===== config.mk =====
export PLATFORM = sky130hd
export DESIGN_NAME = byte_ring_buffer_burst
export DESIGN_NICKNAME = d
export VERILOG_FILES = /design/src/brb_pkg.sv /design/src/byte_ring_buffer_burst.sv /design/src/brb_ram.sv /design/src/brb_ptr.sv /design/src/brb_seq.sv
export SDC_FILE = /design/constraint.sdc
export NUM_CORES = 1
export LEC_CHECK = 0
export ABC_AREA = 1
export BUFFER_PORTS_ARGS = -buffer_cell sky130_fd_sc_hd__buf_2
export CORE_MARGIN = 5
export CORE_UTILIZATION = 40
export CTS_CLUSTER_SIZE = 28
export DETAILED_ROUTE_END_ITERATION = 7
export PLACE_DENSITY = 0.65
export SETUP_SLACK_MARGIN = 0.3
export SLEW_MARGIN = 30
export SYNTH_ARGS = -nofsm -noshare
export SYNTH_HDL_FRONTEND = slang
export SYNTH_SLANG_ARGS = --single-unit

===== constraint.sdc =====
create_clock -name clock -period 19.4 [get_ports clock]
set_clock_uncertainty 0.05 [all_clocks]
set_input_delay 0.97 -clock clock [delete_from_list [all_inputs] [get_ports clock]]
set_output_delay 0.97 -clock clock [all_outputs]
set_load 0.01 [all_outputs]

===== src/brb_pkg.sv =====
`default_nettype none
// ----------------------------------------------------------------------------
// brb_pkg
// Shared types and constants for the burst byte ring buffer.
// ----------------------------------------------------------------------------
package brb_pkg;

   localparam int IDX_W     = 5;   // ring index and capacity width
   localparam int CNT_W     = 4;   // burst byte count width
   localparam int BYTE_W    = 8;
   localparam int DATA_W    = 64;  // packed burst data
   localparam int LANE_W    = 3;   // byte lane within the packed word
   localparam int MAX_BURST = 8;
   localparam int DEPTH_DEF = 32;

   localparam logic [IDX_W-1:0] CAP_RESET = 5'd31;
   localparam logic [IDX_W-1:0] WR_IDX_RESET = 5'd1;
   localparam logic [IDX_W-1:0] RD_IDX_RESET = 5'd0;

   localparam logic CMD_WRITE = 1'b0;
   localparam logic CMD_READ  = 1'b1;

   localparam logic STATUS_OK     = 1'b0;
   localparam logic STATUS_REJECT = 1'b1;

   typedef enum logic [2:0] {
      ST_IDLE,
      ST_WRITE,
      ST_READ,
      ST_DRAIN,
      ST_DONE
   } state_type;

   // Requests from the sequencer to the index unit.
   typedef struct packed {
      logic step;      // advance the selected index by one slot
      logic sel_read;  // 1 selects the read index, 0 the write index
   } ptr_ctrl_type;

   // Index unit view for the sequencer.
   typedef struct packed {
      logic [IDX_W-1:0] cur_idx;   // selected index, reduced to the ring
      logic [IDX_W-1:0] next_idx;  // selected index plus one, wrapped
      logic [IDX_W-1:0] fill;      // bytes held
      logic [IDX_W-1:0] room;      // usable bytes in the ring
   } ptr_stat_type;

endpackage

`default_nettype wire


===== src/byte_ring_buffer_burst.sv =====
`default_nettype none
// The block takes a new burst only in the idle state, after the result of
// the last one is loaded; a read burst passes a drain state first, and a
// rejected or empty burst goes straight to the done state. The single ring
// memory moves one byte per cycle.
// Reset: capacity 31, write index 1, read index 0 (empty ring); the byte
// store is not cleared, and there is no clearing pass.
// ----------------------------------------------------------------------------
// byte_ring_buffer_burst
// Byte ring buffer that takes write and read bursts of up to eight bytes,
// all or nothing, and returns status, read bytes and fill for each burst.
// ----------------------------------------------------------------------------
module byte_ring_buffer_burst #(
   parameter int DEPTH = brb_pkg::DEPTH_DEF
) (
   input  wire logic                         clock,
   input  wire logic                         reset,
   input  wire logic                         req_valid,
   output logic                              req_stall,
   input  wire logic                         req_cmd,
   input  wire logic [brb_pkg::CNT_W-1:0]    req_count,
   input  wire logic [brb_pkg::DATA_W-1:0]   req_data_in,
   output logic                              rsp_valid,
   input  wire logic                         rsp_stall,
   output logic                              rsp_status,
   output logic      [brb_pkg::DATA_W-1:0]   rsp_data_out,
   output logic      [brb_pkg::IDX_W-1:0]    rsp_fill,
   input  wire logic                         csr_write_enable,
   input  wire logic [brb_pkg::IDX_W-1:0]    csr_write_data
);

   import brb_pkg::*;

   localparam int ADDR_W = $clog2(DEPTH);

   ptr_ctrl_type      ctrl;
   ptr_stat_type      stat;
   logic              ram_wr_en;
   logic [ADDR_W-1:0] ram_wr_addr;
   logic [BYTE_W-1:0] ram_wr_data;
   logic              ram_rd_en;
   logic [ADDR_W-1:0] ram_rd_addr;
   logic [BYTE_W-1:0] ram_rd_data;

   brb_ptr #(
      .DEPTH(DEPTH)
   ) u_ptr (
      .clock            (clock),
      .reset            (reset),
      .csr_write_enable (csr_write_enable),
      .csr_write_data   (csr_write_data),
      .ctrl             (ctrl),
      .stat             (stat)
   );

   brb_ram #(
      .WIDTH(BYTE_W),
      .DEPTH(DEPTH)
   ) u_ram (
      .clock      (clock),
      .wr_en      (ram_wr_en),
      .wr_addr    (ram_wr_addr),
      .wr_data    (ram_wr_data),
      .rd_en      (ram_rd_en),
      .rd_addr    (ram_rd_addr),
      .rd_data_ff (ram_rd_data)
   );

   brb_seq #(
      .DEPTH(DEPTH)
   ) u_seq (
      .clock        (clock),
      .reset        (reset),
      .req_valid    (req_valid),
      .req_stall    (req_stall),
      .req_cmd      (req_cmd),
      .req_count    (req_count),
      .req_data_in  (req_data_in),
      .rsp_valid    (rsp_valid),
      .rsp_stall    (rsp_stall),
      .rsp_status   (rsp_status),
      .rsp_data_out (rsp_data_out),
      .rsp_fill     (rsp_fill),
      .stat         (stat),
      .ctrl         (ctrl),
      .ram_wr_en    (ram_wr_en),
      .ram_wr_addr  (ram_wr_addr),
      .ram_wr_data  (ram_wr_data),
      .ram_rd_en    (ram_rd_en),
      .ram_rd_addr  (ram_rd_addr),
      .ram_rd_data  (ram_rd_data)
   );

endmodule

`default_nettype wire


===== src/brb_ram.sv =====
`default_nettype none
// ----------------------------------------------------------------------------
// brb_ram
// Generic single-write, single-read memory with registered read data.
// ----------------------------------------------------------------------------
module brb_ram #(
   parameter int WIDTH = 8,
   parameter int DEPTH = 32
) (
   input  wire logic                     clock,
   input  wire logic                     wr_en,
   input  wire logic [$clog2(DEPTH)-1:0] wr_addr,
   input  wire logic [WIDTH-1:0]         wr_data,
   input  wire logic                     rd_en,
   input  wire logic [$clog2(DEPTH)-1:0] rd_addr,
   output logic      [WIDTH-1:0]         rd_data_ff
);

   logic [WIDTH-1:0] mem_ff [DEPTH];

   always_ff @(posedge clock) begin
      if (wr_en) begin
         mem_ff[wr_addr] <= wr_data;
      end
      if (rd_en) begin
         rd_data_ff <= mem_ff[rd_addr];
      end
   end

endmodule

`default_nettype wire


===== src/brb_ptr.sv =====
`default_nettype none
// ----------------------------------------------------------------------------
// brb_ptr
// Capacity register, ring indices and the shared wrap-increment unit that
// steps either index by one slot per cycle.
// ----------------------------------------------------------------------------
module brb_ptr #(
   parameter int DEPTH = brb_pkg::DEPTH_DEF
) (
   input  wire logic                        clock,
   input  wire logic                        reset,
   input  wire logic                        csr_write_enable,
   input  wire logic [brb_pkg::IDX_W-1:0]   csr_write_data,
   input  wire brb_pkg::ptr_ctrl_type       ctrl,
   output brb_pkg::ptr_stat_type            stat
);

   import brb_pkg::*;

   localparam int SLOT_LIMIT = (DEPTH > (1 << IDX_W)) ? (1 << IDX_W) : DEPTH;
   localparam logic [IDX_W:0] SLOT_CAP = (IDX_W+1)'(SLOT_LIMIT);

   logic [IDX_W-1:0] cap_ff;
   logic [IDX_W-1:0] wr_idx_ff, wr_idx_in;
   logic [IDX_W-1:0] rd_idx_ff, rd_idx_in;

   logic [IDX_W:0]   cap_p1;
   logic [IDX_W:0]   slots;
   logic [IDX_W-1:0] wr_mod;
   logic [IDX_W:0]   diff;
   logic [IDX_W:0]   fill_w;
   logic [IDX_W-1:0] src;
   logic [IDX_W:0]   inc;
   logic [IDX_W-1:0] nxt;

   always_comb begin
      cap_p1 = {1'b0, cap_ff} + (IDX_W+1)'(1);
      slots  = (cap_p1 > SLOT_CAP) ? SLOT_CAP : cap_p1;

      // The write index sits beyond the ring only when the ring has one slot.
      wr_mod = ({1'b0, wr_idx_ff} >= slots) ? '0 : wr_idx_ff;

      diff   = {1'b0, wr_mod} + slots - {1'b0, rd_idx_ff} - (IDX_W+1)'(1);
      fill_w = (diff >= slots) ? (diff - slots) : diff;

      src = ctrl.sel_read ? rd_idx_ff : wr_mod;
      inc = {1'b0, src} + (IDX_W+1)'(1);
      nxt = (inc == slots) ? '0 : inc[IDX_W-1:0];

      stat.cur_idx  = src;
      stat.next_idx = nxt;
      stat.fill     = fill_w[IDX_W-1:0];
      stat.room     = IDX_W'(slots - (IDX_W+1)'(1));
   end

   always_comb begin
      wr_idx_in = wr_idx_ff;
      rd_idx_in = rd_idx_ff;
      if (csr_write_enable) begin
         wr_idx_in = WR_IDX_RESET;
         rd_idx_in = RD_IDX_RESET;
      end else if (ctrl.step) begin
         if (ctrl.sel_read) begin
            rd_idx_in = nxt;
         end else begin
            wr_idx_in = nxt;
         end
      end
   end

   always_ff @(posedge clock) begin
      if (reset) begin
         cap_ff    <= CAP_RESET;
         wr_idx_ff <= WR_IDX_RESET;
         rd_idx_ff <= RD_IDX_RESET;
      end else begin
         if (csr_write_enable) begin
            cap_ff <= csr_write_data;
         end
         wr_idx_ff <= wr_idx_in;
         rd_idx_ff <= rd_idx_in;
      end
   end

endmodule

`default_nettype wire


===== src/brb_seq.sv =====
`default_nettype none
// ----------------------------------------------------------------------------
// brb_seq
// Burst sequencer: admission check, one byte per cycle through the ring
// memory, read data collection and the result register.
// ----------------------------------------------------------------------------
module brb_seq #(
   parameter int DEPTH = brb_pkg::DEPTH_DEF
) (
   input  wire logic                         clock,
   input  wire logic                         reset,
   input  wire logic                         req_valid,
   output logic                              req_stall,
   input  wire logic                         req_cmd,
   input  wire logic [brb_pkg::CNT_W-1:0]    req_count,
   input  wire logic [brb_pkg::DATA_W-1:0]   req_data_in,
   output logic                              rsp_valid,
   input  wire logic                         rsp_stall,
   output logic                              rsp_status,
   output logic      [brb_pkg::DATA_W-1:0]   rsp_data_out,
   output logic      [brb_pkg::IDX_W-1:0]    rsp_fill,
   input  wire brb_pkg::ptr_stat_type        stat,
   output brb_pkg::ptr_ctrl_type             ctrl,
   output logic                              ram_wr_en,
   output logic      [$clog2(DEPTH)-1:0]     ram_wr_addr,
   output logic      [brb_pkg::BYTE_W-1:0]   ram_wr_data,
   output logic                              ram_rd_en,
   output logic      [$clog2(DEPTH)-1:0]     ram_rd_addr,
   input  wire logic [brb_pkg::BYTE_W-1:0]   ram_rd_data
);

   import brb_pkg::*;

   localparam int ADDR_W = $clog2(DEPTH);

   state_type state_ff, state_in;

   logic              cmd_ff;
   logic [CNT_W-1:0]  count_ff;
   logic [DATA_W-1:0] data_ff;
   logic [CNT_W-1:0]  cnt_ff;
   logic              status_ff;
   logic [DATA_W-1:0] acc_ff;
   logic              cap_valid_ff;
   logic [LANE_W-1:0] cap_lane_ff;
   logic              rsp_valid_ff;
   logic              rsp_status_ff;
   logic [DATA_W-1:0] rsp_data_ff;
   logic [IDX_W-1:0]  rsp_fill_ff;

   logic              accept;
   logic              over_max;
   logic              wr_reject;
   logic              rd_reject;
   logic              reject;
   logic              last_byte;
   logic              rsp_load;
   logic [LANE_W-1:0] lane;

   always_comb begin
      accept    = (state_ff == ST_IDLE) && req_valid;
      over_max  = req_count > CNT_W'(MAX_BURST);
      wr_reject = ({1'b0, stat.fill} + {2'b0, req_count}) > {1'b0, stat.room};
      rd_reject = {1'b0, req_count} > stat.fill;
      reject    = over_max || ((req_cmd == CMD_READ) ? rd_reject : wr_reject);
      last_byte = (cnt_ff + CNT_W'(1)) == count_ff;
      lane      = cnt_ff[LANE_W-1:0];
   end

   // Next state.
   always_comb begin
      state_in = state_ff;
      case (state_ff)
         ST_IDLE: begin
            if (accept) begin
               if (reject || (req_count == '0)) begin
                  state_in = ST_DONE;
               end else if (req_cmd == CMD_READ) begin
                  state_in = ST_READ;
               end else begin
                  state_in = ST_WRITE;
               end
            end
         end
         ST_WRITE: begin
            if (last_byte) begin
               state_in = ST_DONE;
            end
         end
         ST_READ: begin
            if (last_byte) begin
               state_in = ST_DRAIN;
            end
         end
         ST_DRAIN: state_in = ST_DONE;
         ST_DONE: begin
            if (!rsp_valid_ff || !rsp_stall) begin
               state_in = ST_IDLE;
            end
         end
         default: state_in = ST_IDLE;
      endcase
   end

   // Outputs of the sequencer.
   always_comb begin
      req_stall     = 1'b1;
      ctrl.step     = 1'b0;
      ctrl.sel_read = (cmd_ff == CMD_READ);
      ram_wr_en     = 1'b0;
      ram_rd_en     = 1'b0;
      rsp_load      = 1'b0;
      ram_wr_addr   = ADDR_W'(stat.cur_idx);
      ram_rd_addr   = ADDR_W'(stat.next_idx);
      ram_wr_data   = data_ff[lane*BYTE_W +: BYTE_W];
      case (state_ff)
         ST_IDLE:  req_stall = 1'b0;
         ST_WRITE: begin
            ram_wr_en = 1'b1;
            ctrl.step = 1'b1;
         end
         ST_READ: begin
            ram_rd_en = 1'b1;
            ctrl.step = 1'b1;
         end
         ST_DRAIN: ;
         ST_DONE:  rsp_load = !rsp_valid_ff || !rsp_stall;
         default: ;
      endcase
   end

   always_ff @(posedge clock) begin
      if (reset) begin
         state_ff     <= ST_IDLE;
         cap_valid_ff <= 1'b0;
         rsp_valid_ff <= 1'b0;
      end else begin
         state_ff     <= state_in;
         cap_valid_ff <= (state_ff == ST_READ);
         if (rsp_load) begin
            rsp_valid_ff <= 1'b1;
         end else if (rsp_valid_ff && !rsp_stall) begin
            rsp_valid_ff <= 1'b0;
         end
      end
   end

   always_ff @(posedge clock) begin
      cap_lane_ff <= lane;
      if (accept) begin
         cmd_ff    <= req_cmd;
         count_ff  <= req_count;
         data_ff   <= req_data_in;
         cnt_ff    <= '0;
         status_ff <= reject ? STATUS_REJECT : STATUS_OK;
         acc_ff    <= '0;
      end else begin
         if ((state_ff == ST_WRITE) || (state_ff == ST_READ)) begin
            cnt_ff <= cnt_ff + CNT_W'(1);
         end
         // Read data returns in the cycle after its address was issued.
         if (cap_valid_ff) begin
            acc_ff[cap_lane_ff*BYTE_W +: BYTE_W] <= ram_rd_data;
         end
      end
      if (rsp_load) begin
         rsp_status_ff <= status_ff;
         rsp_data_ff   <= acc_ff;
         rsp_fill_ff   <= stat.fill;
      end
   end

   assign rsp_valid    = rsp_valid_ff;
   assign rsp_status   = rsp_status_ff;
   assign rsp_data_out = rsp_data_ff;
   assign rsp_fill     = rsp_fill_ff;

endmodule

`default_nettype wire


==> impl_metrics.xml, run 1 <==
<?xml version="1.0" encoding="UTF-8"?>
<metrics>
  <group name="clocking">
    <metric name="post-cts-setup-buffer-count" unit="">0</metric>
    <metric name="cts_resized" unit="">0</metric>
    <metric name="cts_max_path_buffers" unit="">3</metric>
    <metric name="cts.hold.buffers_added" unit="">0</metric>
    <metric name="tritoncts" unit="">done</metric>
    <metric name="cts.htree.levels" unit="">2</metric>
    <metric name="sinks_on_the_clock_net" unit="">495</metric>
    <metric name="clk_pin_slew" unit="ns">0.06</metric>
    <metric name="clock_buffer_count_from_cts" unit="">50</metric>
    <metric name="ctsRootBufferMaster" unit="">sky130_fd_sc_hd__clkbuf_16</metric>
    <metric name="worstSkewPairLatency" unit="ns">0.58</metric>
  </group>
  <group name="sta">
    <metric name="layout_worst_path_cycle_share" unit="">0.408</metric>
    <metric name="finalHoldViolCount" unit="">0</metric>
    <metric name="achievable-frequency" unit="MHz">126</metric>
    <metric name="timing.setup.tns" unit="ns">0</metric>
    <metric name="slew_headroom" unit="">0.357</metric>
    <metric name="period_minus_slack" unit="ns">7.92</metric>
    <metric name="final_max_slew_viol_count" unit="">0</metric>
    <metric name="rsz0062_at_grt" unit="">false</metric>
    <metric name="setup_viol" unit="">0</metric>
    <metric name="worstMarginPinSlew" unit="ns">0.964</metric>
    <metric name="worst_hold_slack" unit="ns">0.374</metric>
  </group>
  <group name="layout">
    <metric name="post_route_cells_drive_above_1_share" unit="">0.162</metric>
    <metric name="layout-area-overhead-vs-synth" unit="%">14.7</metric>
    <metric name="nets" unit="">2157</metric>
  </group>
  <group name="global_route">
    <metric name="grt_pass1_wl" unit="µm">78900</metric>
    <metric name="grt_start_max_net_pins" unit="">93</metric>
    <metric name="top_usage_layer" unit="">met2</metric>
    <metric name="total_routing_usage_reported_by_global_routing" unit="">0.173</metric>
    <metric name="antenna_found_initial" unit="">1</metric>
    <metric name="gr-usage-met1" unit="">0.238</metric>
    <metric name="grtUsageMet3" unit="">0.0296</metric>
    <metric name="grt_remaining_overflow" unit="">0</metric>
    <metric name="gr_met2_demand_resource" unit="">0.283</metric>
    <metric name="grt_pass1_vias" unit="">14000</metric>
  </group>
  <group name="yosys">
    <metric name="synth_enable_flop_cells" unit="">404</metric>
    <metric name="synth.yosys.warnings" unit="">0</metric>
    <metric name="postSynthNetCount" unit="">2031</metric>
    <metric name="fraction_of_the_yosys_area_taken_by_sequential_cells" unit="">0.658</metric>
    <metric name="synth_cells" unit="">1906</metric>
    <metric name="postSynthAreaPerCell" unit="µm²">11.1</metric>
    <metric name="mappedNetlistArea" unit="µm²">21200</metric>
    <metric name="synth.distinct_cells" unit="">42</metric>
    <metric name="synth-main-ff-cell" unit="">sky130_fd_sc_hd__edfxtp_1</metric>
    <metric name="synth-async-reset-ratio" unit="">0</metric>
    <metric name="ys_seq_elements" unit="">495</metric>
  </group>
  <group name="die">
    <metric name="placementRows" unit="">84</metric>
    <metric name="start_util" unit="">0.403</metric>
    <metric name="core" unit="µm²">52600</metric>
    <metric name="ports_placed_on_the_boundary" unit="">151</metric>
    <metric name="chipWidth" unit="µm">240</metric>
    <metric name="area_of_the_die" unit="µm²">57700</metric>
    <metric name="die_y" unit="µm">240</metric>
  </group>
  <group name="route">
    <metric name="antenna_left" unit="">0</metric>
    <metric name="detailedRoute.firstIterationViolations" unit="">1279</metric>
    <metric name="drcViolationCount" unit="">0</metric>
    <metric name="via_count" unit="">14400</metric>
    <metric name="dr.pass1.iters" unit="">5</metric>
    <metric name="vias_per_cell" unit="">5.20</metric>
    <metric name="wl_per_cell" unit="µm">18.5</metric>
    <metric name="detail_route.wirelength" unit="µm">51100</metric>
  </group>
  <group name="worst_setup_path">
    <metric name="rr_endpoint" unit="">u_seq.state_ff[1]</metric>
    <metric name="cp_data_arrival_time" unit="ns">8.38</metric>
    <metric name="timing.reg2reg.worst_path_depth" unit="">45</metric>
    <metric name="critPathRequiredTime" unit="ns">19.86</metric>
    <metric name="critical_path.startpoint_type" unit="">flip-flop</metric>
    <metric name="critPathCaptureType" unit="">flip-flop</metric>
    <metric name="reg_to_reg_slack_setup" unit="ns">11.48</metric>
    <metric name="critPathMostFrequentCell" unit="">sky130_fd_sc_hd__nand2_1</metric>
    <metric name="worstReg2RegStart" unit="">u_ptr.cap_ff[0]</metric>
    <metric name="cpPeakStageDelay" unit="ns">0.52</metric>
    <metric name="critical-path-slowest-cell" unit="">sky130_fd_sc_hd__dfxtp_1</metric>
    <metric name="timing.critical_path.fanout_max" unit="">9</metric>
    <metric name="critical_path_class" unit="">reg2reg</metric>
  </group>
  <group name="worst_hold_path">
    <metric name="min_path_cells" unit="">0</metric>
    <metric name="worst_hold_path.endpoint" unit="">u_seq.rsp_data_out[5]</metric>
    <metric name="worst_hold_startpoint" unit="">u_seq.acc_ff[5]</metric>
    <metric name="holdCritPathClass" unit="">reg2reg</metric>
  </group>
  <group name="pwr">
    <metric name="p_leak" unit="nW">9.38</metric>
    <metric name="power.ir.vdd_worst" unit="V">0.0000881</metric>
    <metric name="power.density_cell_area" unit="nW/µm²">150</metric>
  </group>
  <group name="run_status">
    <metric name="outcome" unit="">complete, no violations</metric>
  </group>
  <group name="place">
    <metric name="count_of_port_buffers_added_during_placement" unit="">150</metric>
    <metric name="place.gp.congestion" unit="">0.822</metric>
    <metric name="dp.final_hpwl" unit="µm">31800</metric>
  </group>
  <group name="job">
    <metric name="maxCapViolations" unit="">0</metric>
  </group>
</metrics>
==> how the worst max path moves through the flow <==
stage / end / depth (start not counted) / from / slack, ns
finish: u_seq.state_ff[1] / 45 / u_ptr.cap_ff[0] / 11.48
CTS: u_seq.state_ff[1] / 45 / u_ptr.cap_ff[0] / 11.47
global placement: u_seq.state_ff[0] / 45 / u_ptr.cap_ff[0] / 11.79
detailed placement: u_seq.state_ff[1] / 45 / u_ptr.cap_ff[0] / 11.52
floorplan: u_seq.state_ff[0] / 45 / u_ptr.cap_ff[0] / 12.55
global route: u_seq.state_ff[1] / 45 / u_ptr.cap_ff[0] / 10.64
==> where the power goes <==
| part | switching [mW] | total (mW) | internal (mW) |
|---|---|---|---|
| clock network | 0.404 | 1.00 | 0.595 |
| registers | 0.0435 | 1.44 | 1.39 |
| logic | 0.847 | 1.22 | 0.370 |
| total | 1.30 | 3.65 | 2.36 |
==> registers in the layout, indices dropped and copies added, names as in the netlist, 3 cells and up <==
name / flops
u_ram.mem_ff: 256
u_seq.acc_ff: 64
u_seq.data_ff: 64
u_seq.rsp_data_out: 64
u_ram.rd_data_ff: 8
u_ptr.cap_ff: 5
u_ptr.rd_idx_ff: 5
u_ptr.wr_idx_ff: 5
u_seq.rsp_fill: 5
u_seq.cnt_ff: 4
u_seq.count_ff: 4
u_seq.cap_lane_ff: 3
u_seq.state_ff: 3
==> through the flow <==
step | total power, mW | worst slack [ns] | cell area, µm² | instances | util
after CTS | 3.68 | 11.47 | 24300 | 2762 | 0.462
final | 3.65 | 11.48 | 24300 | 2765 | 0.463
after floorplan | 2.30 | 12.55 | 21200 | 1906 | -
after global routing | 3.87 | 10.64 | 24300 | 2762 | 0.462
after detailed placement | 2.68 | 11.52 | 22600 | 2668 | 0.429
after global placement | 2.64 | 11.79 | 22600 | 2668 | 0.429
==> layout by cell type (no fill, tap or decap), drive strengths merged, types with 66 or more instances in the layout <==
| cell type | instances |
|---|---|
| nand3 | 240 |
| nor2 | 161 |
| edfxtp | 404 |
| inv | 231 |
| dfxtp | 91 |
| clkbuf | 66 |
| o21ai | 117 |
| nand2 | 239 |
| buf | 168 |
| a21oi | 81 |
==> final cells by class <==
type                    count  area [µm²]
diodes                      3        7.51
clock buffers              66        1410
clock inverters            28         320
fillers                  4713       28200
inverters                 231         868
multi-input cells        1086        5990
flip-flops and latches    495       14000
well taps                 688         861
repair buffers            168         890
==> metal layers <==
layer	up-vias	share of wire	wire length [µm]
met5	-	0	0
met4	0	0.025	1280
met3	94	0.068	3490
met2	486	0.48	24400
met1	6912	0.43	21900
li1	6874	-	-
==> logic make-up (layout without fill, tap and decap cells) <==
family | Yosys count | count (layout) | synth area share
adder cells (fa/ha/maj) | 46 | 46 | 0.0300
AND/OR/NAND/NOR | 737 | 737 | 0.161
XOR/XNOR | 20 | 20 | 0.00826
AO/OA/AOI/OAI | 283 | 283 | 0.0794
buffers and inverters | 325 | 493 | 0.0633
flip-flops | 495 | 495 | 0.658
other | 0 | 3 | 0
==> Yosys cell counts, drive strengths merged (2+ instances only) <==
cell type / n / area, µm²
edfxtp: 404 / 12100
nand3: 240 / 1230
nand2: 239 / 942
inv: 231 / 867
nor2: 161 / 617
o21ai: 117 / 586
dfxtp: 91 / 1820
a21oi: 81 / 405
clkbuf: 58 / 218
o2111ai: 57 / 499
or2: 57 / 357
ha: 38 / 475
buf: 36 / 257
nand3b: 18 / 135
xor2: 12 / 105
nor3: 11 / 55.1
a31oi: 8 / 50.1
fa: 8 / 160
o22ai: 8 / 50.1
xnor2: 8 / 70.1
nor4: 4 / 25.0
a211oi: 3 / 22.5
or3: 3 / 18.8
and3: 2 / 12.5
nand4: 2 / 12.5
o21bai: 2 / 15.0
o31ai: 2 / 15.0
==> worst max-delay path, delay by kind of cell, from the launching register on <==
kind,cells,cell delay [ns]
AOI/OAI and AO/OA,11,1.88
adders and majority gates,8,2.56
and+or+nand+nor,17,1.91
xor gates and xnor gates,2,0.29
DFF,1,0.52
buffers and inverters,7,0.65
Power figures use the tool's default switching activity.
==> run 2, diff against run 1 <==
==> constraint.sdc (replaced) <==
create_clock -name clock -period 8.1 [get_ports clock]
set_clock_uncertainty 0.05 [all_clocks]
set_input_delay 0.405 -clock clock [delete_from_list [all_inputs] [get_ports clock]]
set_output_delay 0.405 -clock clock [all_outputs]
set_load 0.01 [all_outputs]
==> run 2 against run 1 <==
  * Critical path depth down 2
  * Register-to-register slack worse by 11 ns
  * Critical endpoint is now u_seq.state_ff[0]
  * Largest power group unchanged
  * Largest cell class unchanged
  * Hold slack worse by 0.35 ns
  * Routed wire length up 3.8%
  * Fmax up 9.7%
==> impl_metrics.xml, run 2 (synthesis gave the netlist of run 1 again) <==
<?xml version="1.0" encoding="UTF-8"?>
<metrics>
  <group name="pwr">
    <metric name="pwr-share-comb" unit="">0.350</metric>
    <metric name="internal-power" unit="mW">5.68</metric>
    <metric name="switching_share" unit="">0.358</metric>
    <metric name="share_clk_of_total_power" unit="">0.261</metric>
    <metric name="p_leak" unit="nW">9.69</metric>
    <metric name="power.density_cell_area" unit="nW/µm²">353</metric>
    <metric name="power.net_switching" unit="mW">3.17</metric>
    <metric name="power.ir.vdd_worst" unit="V">0.000197</metric>
    <metric name="p_seq_frac" unit="">0.389</metric>
  </group>
  <group name="sta">
    <metric name="slew_headroom" unit="">0.330</metric>
    <metric name="finalHoldViolCount" unit="">0</metric>
    <metric name="layout_worst_path_cycle_share" unit="">0.891</metric>
    <metric name="setup_viol" unit="">0</metric>
    <metric name="timing.setup.tns" unit="ns">0</metric>
    <metric name="rsz0062_at_grt" unit="">false</metric>
    <metric name="final_max_slew_viol_count" unit="">0</metric>
    <metric name="achievable-frequency" unit="MHz">139</metric>
    <metric name="worstMarginPinSlew" unit="ns">1.01</metric>
    <metric name="period_minus_slack" unit="ns">7.22</metric>
  </group>
  <group name="die">
    <metric name="placementRows" unit="">84</metric>
    <metric name="area_of_the_die" unit="µm²">57700</metric>
    <metric name="core" unit="µm²">52600</metric>
    <metric name="ports_placed_on_the_boundary" unit="">151</metric>
    <metric name="die_y" unit="µm">240</metric>
    <metric name="start_util" unit="">0.403</metric>
    <metric name="chipWidth" unit="µm">240</metric>
  </group>
  <group name="route">
    <metric name="detailedRoute.firstIterationViolations" unit="">1436</metric>
    <metric name="detail_route.wirelength" unit="µm">53100</metric>
    <metric name="drcViolationCount" unit="">0</metric>
    <metric name="vias_per_cell" unit="">5.23</metric>
    <metric name="dr.pass1.iters" unit="">8</metric>
    <metric name="via_count" unit="">14900</metric>
    <metric name="wl_per_cell" unit="µm">18.6</metric>
    <metric name="antenna_left" unit="">0</metric>
  </group>
  <group name="worst_setup_path">
    <metric name="critPathRequiredTime" unit="ns">8.56</metric>
    <metric name="cpPeakStageDelay" unit="ns">0.45</metric>
    <metric name="critPathMostFrequentCell" unit="">sky130_fd_sc_hd__nand2_1</metric>
    <metric name="critical-path-slowest-cell" unit="">sky130_fd_sc_hd__fa_1</metric>
    <metric name="timing.critical_path.fanout_max" unit="">8</metric>
    <metric name="critPathCaptureType" unit="">flip-flop</metric>
    <metric name="cp_data_arrival_time" unit="ns">7.68</metric>
    <metric name="timing.reg2reg.worst_path_depth" unit="">43</metric>
    <metric name="critical_path_class" unit="">reg2reg</metric>
    <metric name="critical_path.startpoint_type" unit="">flip-flop</metric>
  </group>
  <group name="clocking">
    <metric name="tritoncts" unit="">done</metric>
    <metric name="worstSkewPairLatency" unit="ns">0.59</metric>
    <metric name="cts.htree.levels" unit="">2</metric>
    <metric name="sinks_on_the_clock_net" unit="">495</metric>
    <metric name="cts_max_path_buffers" unit="">3</metric>
    <metric name="ctsRootBufferMaster" unit="">sky130_fd_sc_hd__clkbuf_16</metric>
    <metric name="clock_buffer_count_from_cts" unit="">51</metric>
    <metric name="clk_pin_slew" unit="ns">0.06</metric>
  </group>
  <group name="layout">
    <metric name="nets" unit="">2238</metric>
    <metric name="stdcell_area" unit="µm²">25100</metric>
    <metric name="layout_commonest_cell" unit="">sky130_fd_sc_hd__edfxtp_1</metric>
    <metric name="largest-register" unit="">u_ram.mem_ff</metric>
    <metric name="mostFrequentLayoutCells" unit="">sky130_fd_sc_hd__edfxtp_1, sky130_fd_sc_hd__nand3_1, sky130_fd_sc_hd__nand2_1, sky130_fd_sc_hd__inv_1, sky130_fd_sc_hd__nor2_1</metric>
    <metric name="largest_register_ffs" unit="">256</metric>
    <metric name="post_route_cells_drive_above_1_share" unit="">0.162</metric>
    <metric name="layout-area-overhead-vs-synth" unit="%">18.2</metric>
    <metric name="n_fill_cell" unit="">4661</metric>
  </group>
  <group name="global_route">
    <metric name="grt_pass1_wl" unit="µm">81800</metric>
    <metric name="antenna_found_initial" unit="">1</metric>
    <metric name="total_routing_usage_reported_by_global_routing" unit="">0.178</metric>
    <metric name="grt_pass1_vias" unit="">14700</metric>
    <metric name="grt_remaining_overflow" unit="">0</metric>
    <metric name="grt_start_max_net_pins" unit="">98</metric>
  </group>
  <group name="place">
    <metric name="area_post_placement" unit="µm²">22600</metric>
    <metric name="count_of_port_buffers_added_during_placement" unit="">150</metric>
    <metric name="place.gp.congestion" unit="">0.852</metric>
    <metric name="dp.final_hpwl" unit="µm">32500</metric>
  </group>
  <group name="run_status">
    <metric name="outcome" unit="">complete, no violations</metric>
  </group>
  <group name="job">
    <metric name="maxCapViolations" unit="">0</metric>
  </group>
  <group name="worst_hold_path">
    <metric name="holdCritPathClass" unit="">in2reg</metric>
    <metric name="min_path_cells" unit="">1</metric>
  </group>
</metrics>
[run 2: cell count changes in the layout (fill, tap and decap cells not counted), sizes merged, moves of 4 or more]
cell / before / now
dlygate4sd3: 0 / 69
buf: 168 / 179
clkbuf: 66 / 76
bufinv: 6 / 2
clkinv: 21 / 17
[run 2: metrics by stage]
stage	cells	setup slack (ns)	power [mW]	hold slack [ns]	utilization
6_report	2846	0.881	8.85	0.0285	0.477
2_1_floorplan	1906	1.25	5.50	0.303	-
5_1_grt	2844	0.250	9.34	0.00431	0.477
3_5_place_dp	2672	0.458	6.41	0.360	0.430
4_1_cts	2837	0.402	8.75	0.00578	0.475
3_3_place_gp	2672	0.663	6.34	0.358	0.430
[run 2: routing by layer]
metal | GRT usage | share of wire | vias up
met4 | 0.0523 | 0.024 | 0
met1 | 0.241 | 0.42 | 7141
met3 | 0.0320 | 0.074 | 100
met2 | 0.297 | 0.49 | 587
met5 | 0 | 0 | -
li1 | - | - | 7049
[run 2: path summary, 6_finish.rpt]
kind	from	slack, ns	endpoint
hold reg to reg	u_seq.acc_ff[0]	0.37	u_seq.rsp_data_out[0]
setup reg to reg	u_ptr.cap_ff[1]	0.88	u_seq.state_ff[0]
setup / recovery	u_ptr.cap_ff[1]	0.88	u_seq.state_ff[0]
hold / removal	req_cmd	0.03	u_seq.cmd_ff
[run 2: what timing repair did]
action | in CTS | in global routing
hold endpoints to repair | 69 | 0
setup buffers | 0 | 7
endpoints found under the setup margin | 0 | 4
hold buffers | 69 | 0
resized for setup | 0 | 11
[run 2: final cells by class]
type	count	area (µm²)	area share
clock buffer	76	1490	0.0596
inverter	231	868	0.0347
sequential	495	14000	0.557
tap	688	861	0.0344
clock inverter	20	169	0.00674
multi-input combinational	1086	6020	0.240
antenna	2	5.00	0.000200
timing repair buffer	248	1680	0.0672
[run 2: power by group through the flow]
stage	Clock, mW	Combinational [mW]	Sequential [mW]
floorplan	0	1.95	3.56
global placement	0	2.85	3.49
detailed placement	0	2.91	3.49
CTS	2.35	2.96	3.44
global route	2.45	3.43	3.46
finish	2.31	3.10	3.44
[run 2: worst max-delay path: cells and delay by family (launching register included)]
| kind | cells | cell delay [ns] |
|---|---|---|
| adders and majority gates | 8 | 2.64 |
| and+or+nand+nor | 16 | 1.86 |
| AOI/OAI and AO/OA | 10 | 1.26 |
| xor gates and xnor gates | 3 | 0.50 |
| buffers and inverters | 6 | 0.46 |
| DFF | 1 | 0.39 |
